File: src/hdl/madt_pkg.sv
// Package for the MADT processor-entry parser: payload structs, constants.
// Used by every module in hdl/.
package madt_pkg;

  localparam int unsigned MaxCpus = 64;
  localparam int unsigned CntW = $clog2(MaxCpus + 1);
  localparam logic [7:0] TypeLapic = 8'd0;
  localparam logic [7:0] TypeX2apic = 8'd9;
  localparam logic [7:0] LenMin = 8'd2;
  localparam logic [7:0] LenLapic = 8'd8;
  localparam logic [7:0] LenX2apic = 8'd16;
  localparam logic [15:0] Sat16 = 16'hFFFF;
  localparam logic KindCpu = 1'b0;
  localparam logic KindSummary = 1'b1;

  typedef struct packed {
    logic [7:0] data_byte;
    logic       first_byte;
    logic       last_byte;
    logic       empty_list;
  } in_item_t;

  typedef struct packed {
    logic        result_kind;
    logic [5:0]  slot;
    logic [31:0] acpi_id;
    logic [31:0] apic_id;
    logic [31:0] cpu_flags;
    logic        is_x2apic;
    logic        parse_ok;
    logic [6:0]  cpus_kept;
    logic [15:0] total_count;
    logic [15:0] disabled_count;
    logic [15:0] overflow_count;
    logic [15:0] x2apic_count;
  } out_item_t;

  // Front-to-back event: up to one record finish plus one summary.
  typedef struct packed {
    logic        rec_done;
    logic        nine;
    logic [31:0] acpi_id;
    logic [31:0] apic_id;
    logic [31:0] flags;
    logic        clear;
    logic        summary;
    logic        fail;
  } evt_t;

endpackage

File: src/hdl/madt_front.sv
// Front end: walks record bytes, assembles ids and flags, flags malformed lists.
// Depends on madt_pkg.
module madt_front (
  input  logic              clk_i,
  input  logic              rst_ni,
  input  logic              in_valid_i,
  input  madt_pkg::in_item_t in_data_i,
  output logic              in_stall_o,
  output logic              evt_valid_o,
  output madt_pkg::evt_t    evt_o,
  input  logic              evt_stall_i
);

  logic [7:0]  pos_q, pos_d, typ_q, typ_d, len_q, len_d;
  logic [31:0] acpi_q, acpi_d, apic_q, apic_d, flg_q, flg_d;
  logic        fail_q, fail_d;
  logic        take;
  logic        done;
  logic [7:0]  b;

  assign in_stall_o = evt_stall_i;
  assign take = in_valid_i && !evt_stall_i;
  assign b = in_data_i.data_byte;

  always_comb begin
    logic fl;
    logic [7:0] p;
    fl = fail_q;
    p = pos_q;
    pos_d = pos_q; typ_d = typ_q; len_d = len_q;
    acpi_d = acpi_q; apic_d = apic_q; flg_d = flg_q;
    done = 1'b0;
    if (in_data_i.first_byte) begin
      fl = 1'b0;
      p = 8'd0;
    end
    fail_d = fl;
    if (!fl) begin
      if (p == 8'd0) begin
        typ_d = b; acpi_d = '0; apic_d = '0; flg_d = '0; pos_d = 8'd1;
      end else begin
        if (p == 8'd1) begin
          len_d = b;
        end else if (typ_q == madt_pkg::TypeLapic) begin
          if (p == 8'd2) acpi_d = {24'd0, b};
          else if (p == 8'd3) apic_d = {24'd0, b};
          else if (p >= 8'd4 && p <= 8'd7) flg_d[8*p[1:0] +: 8] = b;
        end else if (typ_q == madt_pkg::TypeX2apic) begin
          if (p >= 8'd4 && p <= 8'd7) apic_d[8*p[1:0] +: 8] = b;
          else if (p >= 8'd8 && p <= 8'd11) flg_d[8*p[1:0] +: 8] = b;
          else if (p >= 8'd12 && p <= 8'd15) acpi_d[8*p[1:0] +: 8] = b;
        end
        if (p == 8'd1 && (b < madt_pkg::LenMin
            || (typ_q == madt_pkg::TypeLapic && b < madt_pkg::LenLapic)
            || (typ_q == madt_pkg::TypeX2apic && b < madt_pkg::LenX2apic))) begin
          fail_d = 1'b1;
          pos_d = 8'd0;
        end else if ({1'b0, p} + 9'd1 >= {1'b0, len_d}) begin
          pos_d = 8'd0;
          done = typ_q == madt_pkg::TypeLapic || typ_q == madt_pkg::TypeX2apic;
        end else begin
          pos_d = p + 8'd1;
        end
      end
    end else begin
      pos_d = p;
    end
    if (in_data_i.last_byte) begin
      if (pos_d != 8'd0) fail_d = 1'b1;
      pos_d = 8'd0;
    end
    if (in_data_i.empty_list) begin
      pos_d = 8'd0; fail_d = 1'b0; done = 1'b0;
      typ_d = typ_q; len_d = len_q; acpi_d = acpi_q; apic_d = apic_q; flg_d = flg_q;
    end
  end

  always_ff @(posedge clk_i or negedge rst_ni) begin
    if (!rst_ni) begin
      pos_q <= '0; typ_q <= '0; len_q <= '0; fail_q <= 1'b0;
      acpi_q <= '0; apic_q <= '0; flg_q <= '0;
      evt_valid_o <= 1'b0;
    end else begin
      if (take) begin
        pos_q <= pos_d; typ_q <= typ_d; len_q <= len_d; fail_q <= fail_d;
        acpi_q <= acpi_d; apic_q <= apic_d; flg_q <= flg_d;
      end
      if (!evt_stall_i) begin
        evt_valid_o <= take && (done || in_data_i.last_byte || in_data_i.empty_list
                                || in_data_i.first_byte);
      end
    end
  end

  always_ff @(posedge clk_i) begin
    if (take) begin
      evt_o.rec_done <= done;
      evt_o.nine     <= typ_q == madt_pkg::TypeX2apic;
      evt_o.acpi_id  <= acpi_d;
      evt_o.apic_id  <= apic_d;
      evt_o.flags    <= flg_d;
      evt_o.clear    <= in_data_i.first_byte || in_data_i.empty_list;
      evt_o.summary  <= in_data_i.last_byte || in_data_i.empty_list;
      evt_o.fail     <= fail_d;
    end
  end

endmodule

File: src/hdl/madt_fifo.sv
// Two-entry event queue between front and back ends.
// Depends on madt_pkg.
module madt_fifo (
  input  logic           clk_i,
  input  logic           rst_ni,
  input  logic           wr_valid_i,
  input  madt_pkg::evt_t wr_data_i,
  output logic           wr_stall_o,
  output logic           rd_valid_o,
  output madt_pkg::evt_t rd_data_o,
  input  logic           rd_take_i
);

  madt_pkg::evt_t mem_q [2];
  logic       wp_q, rp_q;
  logic [1:0] cnt_q;
  logic       wr, rd;

  assign wr_stall_o = cnt_q == 2'd2;
  assign rd_valid_o = cnt_q != 2'd0;
  assign rd_data_o  = mem_q[rp_q];
  assign wr = wr_valid_i && !wr_stall_o;
  assign rd = rd_take_i && rd_valid_o;

  always_ff @(posedge clk_i or negedge rst_ni) begin
    if (!rst_ni) begin
      wp_q <= 1'b0; rp_q <= 1'b0; cnt_q <= '0;
    end else begin
      if (wr) wp_q <= ~wp_q;
      if (rd) rp_q <= ~rp_q;
      cnt_q <= cnt_q + {1'b0, wr} - {1'b0, rd};
    end
  end

  always_ff @(posedge clk_i) begin
    if (wr) mem_q[wp_q] <= wr_data_i;
  end

endmodule

File: src/hdl/madt_back.sv
// Back end: keeps counters, emits CPU records and summaries through an output register.
// Depends on madt_pkg.
module madt_back (
  input  logic                clk_i,
  input  logic                rst_ni,
  input  logic                evt_valid_i,
  input  madt_pkg::evt_t      evt_i,
  output logic                evt_take_o,
  output logic                out_valid_o,
  output madt_pkg::out_item_t out_data_o,
  input  logic                out_stall_i
);

  logic [madt_pkg::CntW-1:0] ret_q, ret_d;
  logic [15:0] seen_q, seen_d, dis_q, dis_d, ovf_q, ovf_d, nine_q, nine_d;
  logic        phase_q;
  logic        free, emit_rec, step;
  madt_pkg::out_item_t rec, sum;

  function automatic logic [15:0] sat_inc(logic [15:0] v);
    return (v == madt_pkg::Sat16) ? v : v + 16'd1;
  endfunction

  assign free = !out_valid_o || !out_stall_i;

  always_comb begin
    logic [madt_pkg::CntW-1:0] r;
    logic [15:0] s, d, o, n;
    logic usable;
    logic rec_in;
    logic clr;
    // In phase 1 the counters already hold this event's record; report them as they stand.
    rec_in = evt_i.rec_done && !phase_q;
    clr = evt_i.clear && !phase_q;
    r = clr ? '0 : ret_q;
    s = clr ? '0 : seen_q;
    d = clr ? '0 : dis_q;
    o = clr ? '0 : ovf_q;
    n = clr ? '0 : nine_q;
    emit_rec = 1'b0;
    usable = evt_i.flags[1:0] != 2'b00;
    if (rec_in) begin
      s = sat_inc(s);
      if (!usable) d = sat_inc(d);
      else begin
        if (evt_i.nine) n = sat_inc(n);
        if (r >= madt_pkg::CntW'(madt_pkg::MaxCpus)) o = sat_inc(o);
        else emit_rec = 1'b1;
      end
    end
    ret_d = emit_rec ? r + madt_pkg::CntW'(1) : r;
    seen_d = s; dis_d = d; ovf_d = o; nine_d = n;
    rec = '0;
    rec.result_kind = madt_pkg::KindCpu;
    rec.slot = r[5:0];
    rec.acpi_id = evt_i.acpi_id;
    rec.apic_id = evt_i.apic_id;
    rec.cpu_flags = evt_i.flags;
    rec.is_x2apic = evt_i.nine;
    sum = '0;
    sum.result_kind = madt_pkg::KindSummary;
    sum.parse_ok = !evt_i.fail;
    sum.cpus_kept = evt_i.fail ? 7'd0 : 7'(ret_d);
    sum.total_count = seen_d;
    sum.disabled_count = dis_d;
    sum.overflow_count = ovf_d;
    sum.x2apic_count = nine_d;
  end

  // Phase 1 means the CPU record of this event is out; summary still owed.
  assign step = evt_valid_i && free;
  assign evt_take_o = step && (phase_q || !(emit_rec && evt_i.summary));

  always_ff @(posedge clk_i or negedge rst_ni) begin
    if (!rst_ni) begin
      ret_q <= '0; seen_q <= '0; dis_q <= '0; ovf_q <= '0; nine_q <= '0;
      phase_q <= 1'b0; out_valid_o <= 1'b0;
    end else begin
      if (free) out_valid_o <= 1'b0;
      if (step) begin
        if (!phase_q) begin
          ret_q <= ret_d; seen_q <= seen_d; dis_q <= dis_d;
          ovf_q <= ovf_d; nine_q <= nine_d;
        end
        out_valid_o <= phase_q || emit_rec || evt_i.summary;
        phase_q <= !phase_q && emit_rec && evt_i.summary;
      end
    end
  end

  always_ff @(posedge clk_i) begin
    if (step) out_data_o <= (phase_q || !emit_rec) ? sum : rec;
  end

endmodule

File: src/hdl/madt_cpu_entry_parser.sv
// MADT processor-entry parser top level: front end, event queue, back end.
// A result passes the front end's event register, the queue and the back end's output
// register; a summary following a CPU record of the same request comes after it. One
// request is taken per cycle while in_stall_o is low; a request that closes a record
// and the list at once can stall input while both results go out. Reset clears all
// counts, the record position and the queue. Depends on madt_pkg, front, fifo, back.
module madt_cpu_entry_parser (
  input  logic                clk_i,
  input  logic                rst_ni,
  input  logic                in_valid_i,
  input  madt_pkg::in_item_t  in_data_i,
  output logic                in_stall_o,
  output logic                out_valid_o,
  output madt_pkg::out_item_t out_data_o,
  input  logic                out_stall_i
);

  logic           fe_valid, fe_stall, q_valid, q_take;
  madt_pkg::evt_t fe_evt, q_evt;

  madt_front u_front (
    .clk_i, .rst_ni,
    .in_valid_i(in_valid_i), .in_data_i(in_data_i), .in_stall_o(in_stall_o),
    .evt_valid_o(fe_valid), .evt_o(fe_evt), .evt_stall_i(fe_stall)
  );

  madt_fifo u_fifo (
    .clk_i, .rst_ni,
    .wr_valid_i(fe_valid), .wr_data_i(fe_evt), .wr_stall_o(fe_stall),
    .rd_valid_o(q_valid), .rd_data_o(q_evt), .rd_take_i(q_take)
  );

  madt_back u_back (
    .clk_i, .rst_ni,
    .evt_valid_i(q_valid), .evt_i(q_evt), .evt_take_o(q_take),
    .out_valid_o(out_valid_o), .out_data_o(out_data_o), .out_stall_i(out_stall_i)
  );

  a_stall_hold: assert property (@(posedge clk_i) disable iff (!rst_ni)
    out_valid_o && out_stall_i |=> out_valid_o && $stable(out_data_o)) else $error("held");
  a_sum_zero: assert property (@(posedge clk_i) disable iff (!rst_ni)
    out_valid_o && out_data_o.result_kind == madt_pkg::KindSummary && !out_data_o.parse_ok
    |-> out_data_o.cpus_kept == 7'd0) else $error("cpus_kept");
  a_rec_clean: assert property (@(posedge clk_i) disable iff (!rst_ni)
    out_valid_o && out_data_o.result_kind == madt_pkg::KindCpu |-> !out_data_o.parse_ok)
    else $error("rec");

endmodule

File: config.mk
export PLATFORM = sky130hd
export DESIGN_NAME = madt_cpu_entry_parser
export DESIGN_NICKNAME = d
export VERILOG_FILES = /design/src/hdl/madt_pkg.sv /design/src/hdl/madt_front.sv /design/src/hdl/madt_fifo.sv /design/src/hdl/madt_back.sv /design/src/hdl/madt_cpu_entry_parser.sv
export SDC_FILE = /design/constraint.sdc
export NUM_CORES = 1
export LEC_CHECK = 0
export BUFFER_PORTS_ARGS = -buffer_cell sky130_fd_sc_hd__buf_4
export CORE_ASPECT_RATIO = 0.6
export CORE_MARGIN = 4
export CORE_UTILIZATION = 55
export DETAILED_ROUTE_END_ITERATION = 8
export GPL_ROUTABILITY_DRIVEN = 0
export PLACE_DENSITY = 0.77
export SYNTH_ARGS = -nofsm -noshare
export SYNTH_HDL_FRONTEND = slang
export SYNTH_SLANG_ARGS = --single-unit
File: constraint.sdc
create_clock -name clk_i -period 6.2 [get_ports clk_i]
set_input_delay 0.31 -clock clk_i [delete_from_list [all_inputs] [get_ports clk_i]]
set_output_delay 0.31 -clock clk_i [all_outputs]
set_load 0.01 [all_outputs]
== After elaboration in Yosys (flattened, before gate mapping) ==
Memory sizes are Yosys's and may differ from the RTL's.
Index checks and enable logic that the tools add are counted.
Word-level totals
  register bits: 476
  bits in writable memories: 202
  output and inout port bits: 178
  memories kept: 1
Memory list
  u_fifo.mem_q: depth 2, bits a word 101, rd ports 1, clocked after Yosys merged registers in 0, write ports 1, line madt_fifo.sv:14  | madt_pkg::evt_t mem_q [2];
Cells by class
  add/sub/neg operators: 10
  magnitude comparators: 11
  equality and inequality tests: 9
  shift-type cells: 2
  mux-type cells: 83
  bitwise operators: 7
  reduce and logical (&&, ||, !) cells: 47
Operator list (number)
  32-bit 2-to-1 mux: 30
  16-bit 2-to-1 mux: 17
  176-bit 2-to-1 mux: 1
  32-bit bitwise mux: 3
  8-bit 2-to-1 mux: 10
  16-bit by 1-bit adder with 16-bit output (second input constant): 4
  16-bit == test (second input constant): 4
  5-bit negation with 34-bit output: 1
  8-bit by 34-bit variable shift with 32-bit output (first input constant): 1
  8-bit by 34-bit variable part select with 32-bit output: 1
  7-bit 2-to-1 mux: 3
  1-bit 2-to-1 mux: 19
  1-bit logical AND: 17
  8-bit by 2-bit == test with 1-bit output (second input constant): 2
  8-bit by 4-bit greater-or-equal comparator with 1-bit output (second input constant): 2
  8-bit by 4-bit less-or-equal comparator with 1-bit output (second input constant): 2
  8-bit logical NOT: 2
  1-bit logical OR: 13
  8-bit by 1-bit adder with 9-bit output (second input constant): 1
  9-bit by 8-bit greater-or-equal comparator with 1-bit output: 1
  8-bit by 1-bit adder with 8-bit output (second input constant): 1
  8-bit by 1-bit == test with 1-bit output (second input constant): 1
  8-bit by 4-bit == test with 1-bit output (second input constant): 1
  8-bit by 3-bit greater-or-equal comparator with 1-bit output (second input constant): 1
  other kinds (16): 31

== Logic depth before layout (Yosys ltp) ==
Gate-level depths: netlist (run 1).
  depth in word-level cells: 15
  mapped depth: 17
  mapped depth without buffers: 16

== Modules after synthesis ==
From an unflattened synthesis (run 1), not the netlist that was laid out.
Second synthesis, totals
  cells, all modules: 2182
  area total of the unflattened synthesis: 28975.3 sq um
By module, submodules not included
  madt_back: times used 1, cells an instance 973, area each 11240.8 sq um, sequential area each 7111.8 sq um
  madt_front: times used 1, cells an instance 877, area each 9920.8 sq um, sequential area each 6085.8 sq um
  madt_fifo: times used 1, cells an instance 332, area each 7813.7 sq um, sequential area each 6165.9 sq um

== Least setup slack after synthesis (run 1) ==
Ideal clock, no wire load.
  path type: reg-to-reg
  from: register u_back.out_valid_o
  to: register u_back.nine_q[12]
  setup time: 83 ps
  arrival: 5354 ps
  data required time: 6117 ps
  slack: 763 ps
  stages on the path, launching flop included: 10
  path buffers: 2
  clock period less this slack: 5437 ps
  cells stage by stage: dfrtp_1 > nand2_1 > o21ai_0 > inv_1 > nand2_1 > clkbuf_1 > nor2_1 > clkbuf_1 > nand2_1 > o21ai_0
On the way
  longest elaborated chain between the ends: 4
RTL lines
  from (decl): line madt_back.sv:9  | output logic out_valid_o,
  from (signal assigned): line madt_back.sv:85  | out_valid_o <= phase_q || emit_rec || evt_i.summary;
  1-bit logical NOT: line madt_back.sv:24  | assign free = !out_valid_o || !out_stall_i;
  1-bit logical OR: line madt_back.sv:24
  1-bit logical AND: line madt_back.sv:71  | assign step = evt_valid_i && free;
  net u_back.step: line madt_back.sv:17  | logic free, emit_rec, step;
  2-bit AND reduction (no line)
  to (signal assigned): line madt_back.sv:83  | ovf_q <= ovf_d; nine_q <= nine_d;
  to (decl): line madt_back.sv:15  | logic [15:0] seen_q, seen_d, dis_q, dis_d, ovf_q, ovf_d, nine_q, nine_d;
The timed path passes the listed nets, and every way through them passes these cells.
A chain may end at the register's enable or synchronous reset.

== Final worst setup path (run 1) ==
  from: register u_back.phase_q
  to: register u_back.out_data_o[45] (netlist name)
On the way
  longest elaborated chain between the ends: 9
RTL lines
  from (decl): line madt_back.sv:16  | logic phase_q;
  from (signal assigned): line madt_back.sv:86  | phase_q <= !phase_q && emit_rec && evt_i.summary;
  branches (longest 9 deep; another with 16-bit by 1-bit adder with 16-bit output)
Several ways; the timed one is not identified.

==> results of run 1 <==
how the worst max path moves through the flow:
stage | start | end | slack [ns] | depth (start not counted)
3_5_place_dp | in_data_i[2] | u_front.pos_q[2] | 1.41 | 17
2_1_floorplan | u_back.out_valid_o | u_back.nine_q[12] | 0.76 | 9
5_1_grt | u_front.pos_q[0] | u_front.pos_q[2] | 1.14 | 15
4_1_cts | u_back.phase_q | u_back.out_data_o[13] | 1.48 | 11
6_report | u_back.phase_q | u_back.out_data_o[45] | 1.38 | 10
3_3_place_gp | in_data_i[2] | u_front.pos_q[2] | 1.65 | 17
state kept, by name, summed over array words and instances, names as in the netlist, 7 cells and up:
name,cells
u_front.pos_q,8
u_front.apic_q,32
u_front.evt_o,101
u_front.typ_q,8
u_fifo.mem_q,202
u_back.nine_q,16
u_front.len_q,8
u_back.seen_q,16
u_front.acpi_q,32
u_front.flg_q,32
u_back.ovf_q,16
u_back.ret_q,7
u_back.out_data_o,176
u_back.dis_q,16
critical path: cells and delay by family, from the launching register on:
family	cells	cell delay [ns]
AOI/OAI and AO/OA	2	0.99
and+or+nand+nor	5	1.89
DFF	1	0.83
adders and majority gates	1	0.24
xor gates and xnor gates	1	0.17
buffers and inverters	1	0.42
layout by cell type, fill, tap and decap left out, types with 14 or more instances in the layout:
master / netlist / routed
mux2i_1: 108 / 108
nand2_1: 216 / 215
nor4_1: 14 / 14
edfxtp_1: 479 / 479
a31oi_1: 18 / 18
buf_4: 2 / 215
nor3_1: 21 / 20
inv_1: 28 / 25
and2_1: 22 / 22
o31ai_1: 30 / 30
nand3_1: 48 / 48
ha_1: 22 / 22
clkbuf_1: 86 / 18
dfrtp_1: 199 / 198
xnor2_1: 38 / 38
a22o_1: 61 / 61
a21oi_1: 46 / 46
xor2_1: 28 / 28
o21ai_0: 134 / 134
clkbuf_16: 0 / 61
nand4_1: 16 / 16
o2bb2ai_1: 94 / 94
and3_1: 29 / 28
nor2_1: 216 / 213
power groups by stage:
| stage | clock (mW) | combinational (mW) | sequential [mW] |
|---|---|---|---|
| global placement | 0 | 3.92 | 6.97 |
| CTS | 3.69 | 4.06 | 6.94 |
| finish | 3.63 | 4.03 | 6.93 |
| floorplan | 0 | 2.06 | 7.26 |
| global route | 3.89 | 4.38 | 7.05 |
| detailed placement | 0 | 4.04 | 7.03 |
stage by stage:
step / total power, mW / setup WS, ns / hold WS, ns / cell area (um^2) / util [%]
final: 14.6 / 1.38 / 0.0642 / 32100 / 64.4
after global routing: 15.3 / 1.14 / 0.0654 / 32100 / 64.4
after CTS: 14.7 / 1.48 / 0.0350 / 32100 / 64.4
after detailed placement: 11.1 / 1.41 / 0.291 / 30100 / 60.4
after global placement: 10.9 / 1.65 / 0.295 / 30100 / 60.4
after floorplan: 9.32 / 0.763 / 0.0144 / 28000 / -
final cells by class:
class / instances / area, um^2
Antenna cell: 2 / 5.00
Clock inverter: 25 / 226
Multi-Input combinational cell: 1284 / 8140
Sequential cell: 678 / 19400
Inverter: 28 / 114
Timing Repair Buffer: 220 / 1670
Clock buffer: 87 / 1700
Tap cell: 682 / 853
Fill cell: 3669 / 17700
routing by layer:
layer | global-route usage [%] | vias up | wire length, um
li1 | - | 8192 | -
met1 | 34.7 | 9155 | 27900
met2 | 35.3 | 834 | 29100
met3 | 5.61 | 111 | 6040
met4 | 5.72 | 0 | 1390
met5 | 0 | - | 0
kinds of logic (layout without fill, tap and decap cells):
| group | after synthesis | count (layout) | share of synthesized area [%] |
|---|---|---|---|
| DFF | 678 | 678 | 69.3 |
| and+or+nand+nor | 620 | 620 | 9.98 |
| AOI/OAI and AO/OA | 455 | 455 | 11.5 |
| buffers and inverters | 127 | 360 | 1.78 |
| muxes | 121 | 121 | 4.40 |
| xor gates and xnor gates | 66 | 66 | 2.07 |
| adders and majority gates | 22 | 22 | 0.985 |
| other | 0 | 2 | 0 |
Yosys cell counts, types with 5 or more instances:
| library cell | count | area (um^2) |
|---|---|---|
| nor2_1 | 216 | 811 |
| o21ai_1 | 13 | 65.1 |
| a21boi_0 | 6 | 45.0 |
| a32o_1 | 5 | 50.1 |
| nand4_1 | 16 | 100 |
| xnor2_1 | 38 | 333 |
| a22o_1 | 61 | 534 |
| o21ai_0 | 134 | 671 |
| mux2_2 | 12 | 135 |
| nand3_1 | 48 | 240 |
| ha_1 | 22 | 275 |
| a31oi_1 | 18 | 113 |
| a21oi_1 | 46 | 230 |
| nand2_1 | 216 | 811 |
| xor2_1 | 28 | 245 |
| o2bb2ai_1 | 94 | 823 |
| nor3_1 | 21 | 105 |
| or3_1 | 6 | 37.5 |
| o31ai_1 | 30 | 225 |
| buf_1 | 5 | 18.8 |
| nand2b_1 | 5 | 31.3 |
| nor4_1 | 14 | 87.6 |
| mux2i_1 | 108 | 1080 |
| o211ai_1 | 6 | 45.0 |
| buf_2 | 5 | 25.0 |
| dfrtp_1 | 199 | 4980 |
| inv_1 | 28 | 105 |
| a21o_1 | 6 | 45.0 |
| clkbuf_1 | 86 | 323 |
| and2_1 | 22 | 138 |
| edfxtp_1 | 479 | 14400 |
| and3_1 | 29 | 181 |
==> run summary, run 1 <==
Row count: 63
Synthesis-stage register bit count: 678
Peak VDD IR: 307 uV
P&R area growth vs syn: 14.7%
DRT Pass-1 Iters: 5
Worst-case clock buffer depth: 3
Vias post-DR: 18300
Initial Utilization: 56.1%
Setup TNS: 0 ns
RSZ-0062 raised after global routing: no
R2R Setup Slk: 1.38 ns
Root buffer cell: clkbuf_16
Core ar.: 49800 um^2
DRC errors left: 0
Mapped Cells: 2089
Sequential share of the synthesized area: 69.3%
R2r endpoint: u_back.out_data_o[45]
CP Launch Type: flip-flop
Initial DRC Count: 2005
Avg Cell Area, Syn: 13.4 um^2
Final Hold Fails: 0
Crit path arrival time: 5.16 ns
Port Buffers: 192
Hold endpoint: u_front.fail_q
# IOs: 193
Reg power frac: 47.5%
Cell breakdown of the critical path: inv_1 -> nand2_1 -> and2_1 -> ha_1 -> o2111ai_1 -> o41ai_2 -> nor3_2 -> and3_1 -> xnor2_1 -> nor2_1
Syn_nets: 2126
Vias per inst: 6.09
Share of layout cells above drive strength 1: 14.9%
Mapped Area: 28000 um^2
Final net count: 2308
Status: finished clean
Max-cap violations: 0
Clk Latency, worst-skew pair: 0.61 ns
Comb power frac: 27.6%
Max Fclk: 208 MHz
Rel. slew slack: 17.0%
Netlist cell types: 73
Net Switching: 4.78 mW
FF-to-FF path depth: 10
Die height: 183 um
Drt wl/cell: 21.4 um
Initial antenna violation count: 2
Largest net degree at the start of global routing: 100
CTS Sinks: 678
Die width: 299 um
Leakage: 12.4 nW
Crit Path Category: reg2reg
Vias in the first global route: 18000
Reg clk slew, reported paths: 0.06 ns
Max stage delay on crit path: 0.96 ns
CP max stage cell: nand2_1
WHS Path Cells: 4
Internal power: 9.82 mW
Pwr/cell area: 455 nW/um^2
Total GRT Usage: 23.4%
CTS tree: done
Post-Place Cells: 2887
DIE AREA: 54600 um^2
Post-synth EDFFs: 479
Hold-fix buffers at CTS: 4
Min-delay src: in_data_i[0]
H-tree levels: 2
First-pass GRT wire length: 101000 um
Crit. End Element: flip-flop
CP Data Required Time: 6.54 ns
Worst Tran Pin Value: 1.23 ns
Synth warn: 0
Num CTS Buffers: 59
Async S/R FF share, synth: 29.4%
Detail Route Antenna Nets: 0
Switching Share: 32.7%
Reg2reg start: u_back.phase_q
PostCTS Resize Cnt: 0
Leading register cell type out of synthesis: edfxtp_1
Final period util: 77.7%
Clock Skew: 0.0211 ns
Final std cells w/o fill: 3006
Fin crit period: 4.82 ns
DP Wirelength: 43200 um
Max FO, Critical Path: 27
Slew Limit Fails: 0
Routed wire length: 64500 um
Hold Crit Class: in2reg
Total gr overflow: 0
Setup violators final: 0
Post-CTS setup buffers: 0
Clock power frac: 24.9%
Note: power is estimated with default switching activity, not from simulation.
==> run 2: changes to the inputs <==
--- a/config.mk
+++ b/config.mk
@@ -8,10 +8,10 @@
 export BUFFER_PORTS_ARGS = -buffer_cell sky130_fd_sc_hd__buf_4
 export CORE_ASPECT_RATIO = 0.6
 export CORE_MARGIN = 4
-export CORE_UTILIZATION = 55
+export CORE_UTILIZATION = 54
 export DETAILED_ROUTE_END_ITERATION = 8
 export GPL_ROUTABILITY_DRIVEN = 0
-export PLACE_DENSITY = 0.77
+export PLACE_DENSITY = 0.78
 export SYNTH_ARGS = -nofsm -noshare
 export SYNTH_HDL_FRONTEND = slang
 export SYNTH_SLANG_ARGS = --single-unit
==> constraint.sdc (replaced) <==
create_clock -name clk_i -period 4.1 [get_ports clk_i]
set_input_delay 0.205 -clock clk_i [delete_from_list [all_inputs] [get_ports clk_i]]
set_output_delay 0.205 -clock clk_i [all_outputs]
set_load 0.01 [all_outputs]
==> run 2 against run 1 <==
  * Largest cell class unchanged
  * Sequential power is 52% higher
  * Highest routed layer unchanged
  * Worst setup slack worse by 1.2 ns
  * Cell count rose by 1.3%
  * Critical path type unchanged
  * Fmax grew 23%
  * Sequential share of layout area down 0.91 points
  * Final area is 1.5% higher
==> run summary, run 2 (same netlist as run 1, synthesis figures left out) <==
Routed wire length: 64000 um (was 64500 um)
CP Data Required Time: 4.51 ns (was 6.54 ns)
Share of layout cells above drive strength 1: 16.1% (was 14.9%)
Commonest non-fill, non-tap cell in the layout: edfxtp_1 (unchanged)
Largest Register: u_fifo.mem_q (unchanged)
Max Fclk: 256 MHz (was 208 MHz)
Largest net degree at the start of global routing: 177 (was 100)
Initial DRC Count: 2222 (was 2005)
Peak VDD IR: 641 uV (was 307 uV)
Initial antenna violation count: 0 (was 2)
Port Buffers: 192 (unchanged)
P&R area growth vs syn: 16.5% (was 14.7%)
Pwr Total: 22.5 mW (was 14.6 mW)
Most frequent cells in the layout: 479 x edfxtp_1, 225 x buf_4, 216 x nand2_1, 213 x nor2_1, 198 x dfrtp_1 (was 479 x edfxtp_1, 215 x nand2_1, 215 x buf_4, 213 x nor2_1, 198 x dfrtp_1)
Vias per inst: 6.04 (was 6.09)
Largest regs: u_fifo.mem_q (202), u_back.out_data_o (176), u_front.evt_o (101) (unchanged)
Setup TNS: 0 ns (unchanged)
Total gr overflow: 0 (unchanged)
Hold Crit Class: in2reg (unchanged)
Vias post-DR: 18400 (was 18300)
DRC errors left: 0 (unchanged)
DRT Pass-1 Iters: 6 (was 5)
Antenna Cells: 0 (was 2)
Worst-case clock buffer depth: 3 (unchanged)
Leakage: 12.7 nW (was 12.4 nW)
CP startpoint: u_front.pos_q[7] (was u_back.phase_q)
Crit Path Category: reg2reg (unchanged)
Fin crit period: 3.91 ns (was 4.82 ns)
Root buffer cell: clkbuf_16 (unchanged)
Total GRT Usage: 22.5% (was 23.4%)
Detail Route Antenna Nets: 0 (unchanged)
CTS Sinks: 678 (unchanged)
Placed instance area: 30300 um^2 (was 30100 um^2)
Reg clk slew, reported paths: 0.07 ns (was 0.06 ns)
Rel. slew slack: 21.9% (was 17.0%)
Die width: 302 um (was 299 um)
Fin area: 32600 um^2 (was 32100 um^2)
Crit path arrival time: 4.32 ns (was 5.16 ns)
Final period util: 95.4% (was 77.7%)
Num CTS Buffers: 60 (was 59)
Max-cap violations: 0 (unchanged)
Final std cells w/o fill: 3044 (was 3006)
Core ar.: 51100 um^2 (was 49800 um^2)
Row count: 64 (was 63)
WHS: 0.0777 ns (was 0.0642 ns)
Min-delay src: in_data_i[2] (was in_data_i[0])
Worst Tran Pin Value: 1.17 ns (was 1.23 ns)
CP Launch Type: flip-flop (unchanged)
DP Wirelength: 42000 um (was 43200 um)
Crit. End Element: flip-flop (unchanged)
Max FO, Critical Path: 5 (was 27)
Initial Utilization: 54.7% (was 56.1%)
DIE AREA: 55600 um^2 (was 54600 um^2)
Final Hold Fails: 0 (unchanged)
Clk Latency, worst-skew pair: 0.62 ns (was 0.61 ns)
Reg2reg start: u_front.pos_q[7] (was u_back.phase_q)
Final net count: 2336 (was 2308)
First-pass GRT wire length: 98900 um (was 101000 um)
Vias in the first global route: 17800 (was 18000)
CTS tree: done (unchanged)
Drt wl/cell: 21.0 um (was 21.4 um)
Post-Place Cells: 2914 (was 2887)
Setup violators final: 0 (unchanged)
Pwr/cell area: 692 nW/um^2 (was 455 nW/um^2)
Die height: 184 um (was 183 um)
# IOs: 193 (unchanged)
Status: finished clean (unchanged)
Slew Limit Fails: 0 (unchanged)
H-tree levels: 2 (unchanged)
Clock Skew: 0.0358 ns (was 0.0211 ns)
Max reg flops: 202 (unchanged)
## run 2: cell count changes in the layout (fill, tap and decap cells not counted), sizes merged
cell and delta:
inv -4, clkinv +12, buf +17, diode -2, clkinvlp +2, clkbuf -14, dlygate4sd3 +10, bufinv +6
## run 2: critical path, stage by stage, from the launching register on
cell,delay (ns)
dfrtp_1,0.44
or4_4,0.62
o41ai_4,0.43
buf_4,0.21
mux2i_1,0.27
ha_1,0.29
a211oi_1,0.20
nor2_1,0.09
a311oi_2,0.33
nand3_1,0.15
a2bb2oi_1,0.32
nor4_2,0.10
a211oi_1,0.26
## run 2: final timing paths
kind / to / slack [ns] / cells past startpoint
max: u_front.evt_o[0] / 0.19 / 12
min: u_front.evt_o[2] / 0.08 / 2
max reg2reg: u_front.evt_o[0] / 0.19 / 12
min reg2reg: u_fifo.mem_q[0][9] / 0.44 / 0
max in group asynchronous: u_back.nine_q[14] / 2.76 / 3
min in group asynchronous: u_back.seen_q[8] / 0.24 / 2
## run 2: layout make-up
cell class	count	area [um^2]
clock buffer	73	1610
clock inverter	41	457
fill	3720	18500
inverter	28	113
multi-input combinational	1284	8160
sequential	678	19400
tap	693	867
timing repair buffer	247	1980
## run 2: per-stage QoR
stage | util, % | setup WS, ns
4_1_cts | 63.7 | 0.0532
3_3_place_gp | 59.3 | 0.204
3_5_place_dp | 59.3 | -0.00736
6_report | 63.7 | 0.188
2_1_floorplan | - | 0.0232
5_1_grt | 63.7 | -0.0203
## run 2: repair_timing
item,4_1_cts,5_1_grt
gates resized for setup,0,6
buffers inserted,0,2
setup endpoints to repair,0,10
hold buffers,14,0
endpoints found under the hold margin,118,0
## run 2: routing by layer
metal | track usage (%) | wire (um)
met2 | 34.2 | 28800
met3 | 5.26 | 5730
met4 | 5.41 | 1390
met1 | 33.4 | 28000
met5 | 0 | 0
## run 2: power by group
group | total [mW] | switching, mW | internal [mW] | leakage (nW)
registers | 10.5 | 0.703 | 9.76 | 7.40
logic | 6.25 | 4.04 | 2.21 | 4.24
clock network | 5.84 | 2.52 | 3.32 | 1.01
total | 22.5 | 7.26 | 15.3 | 12.6
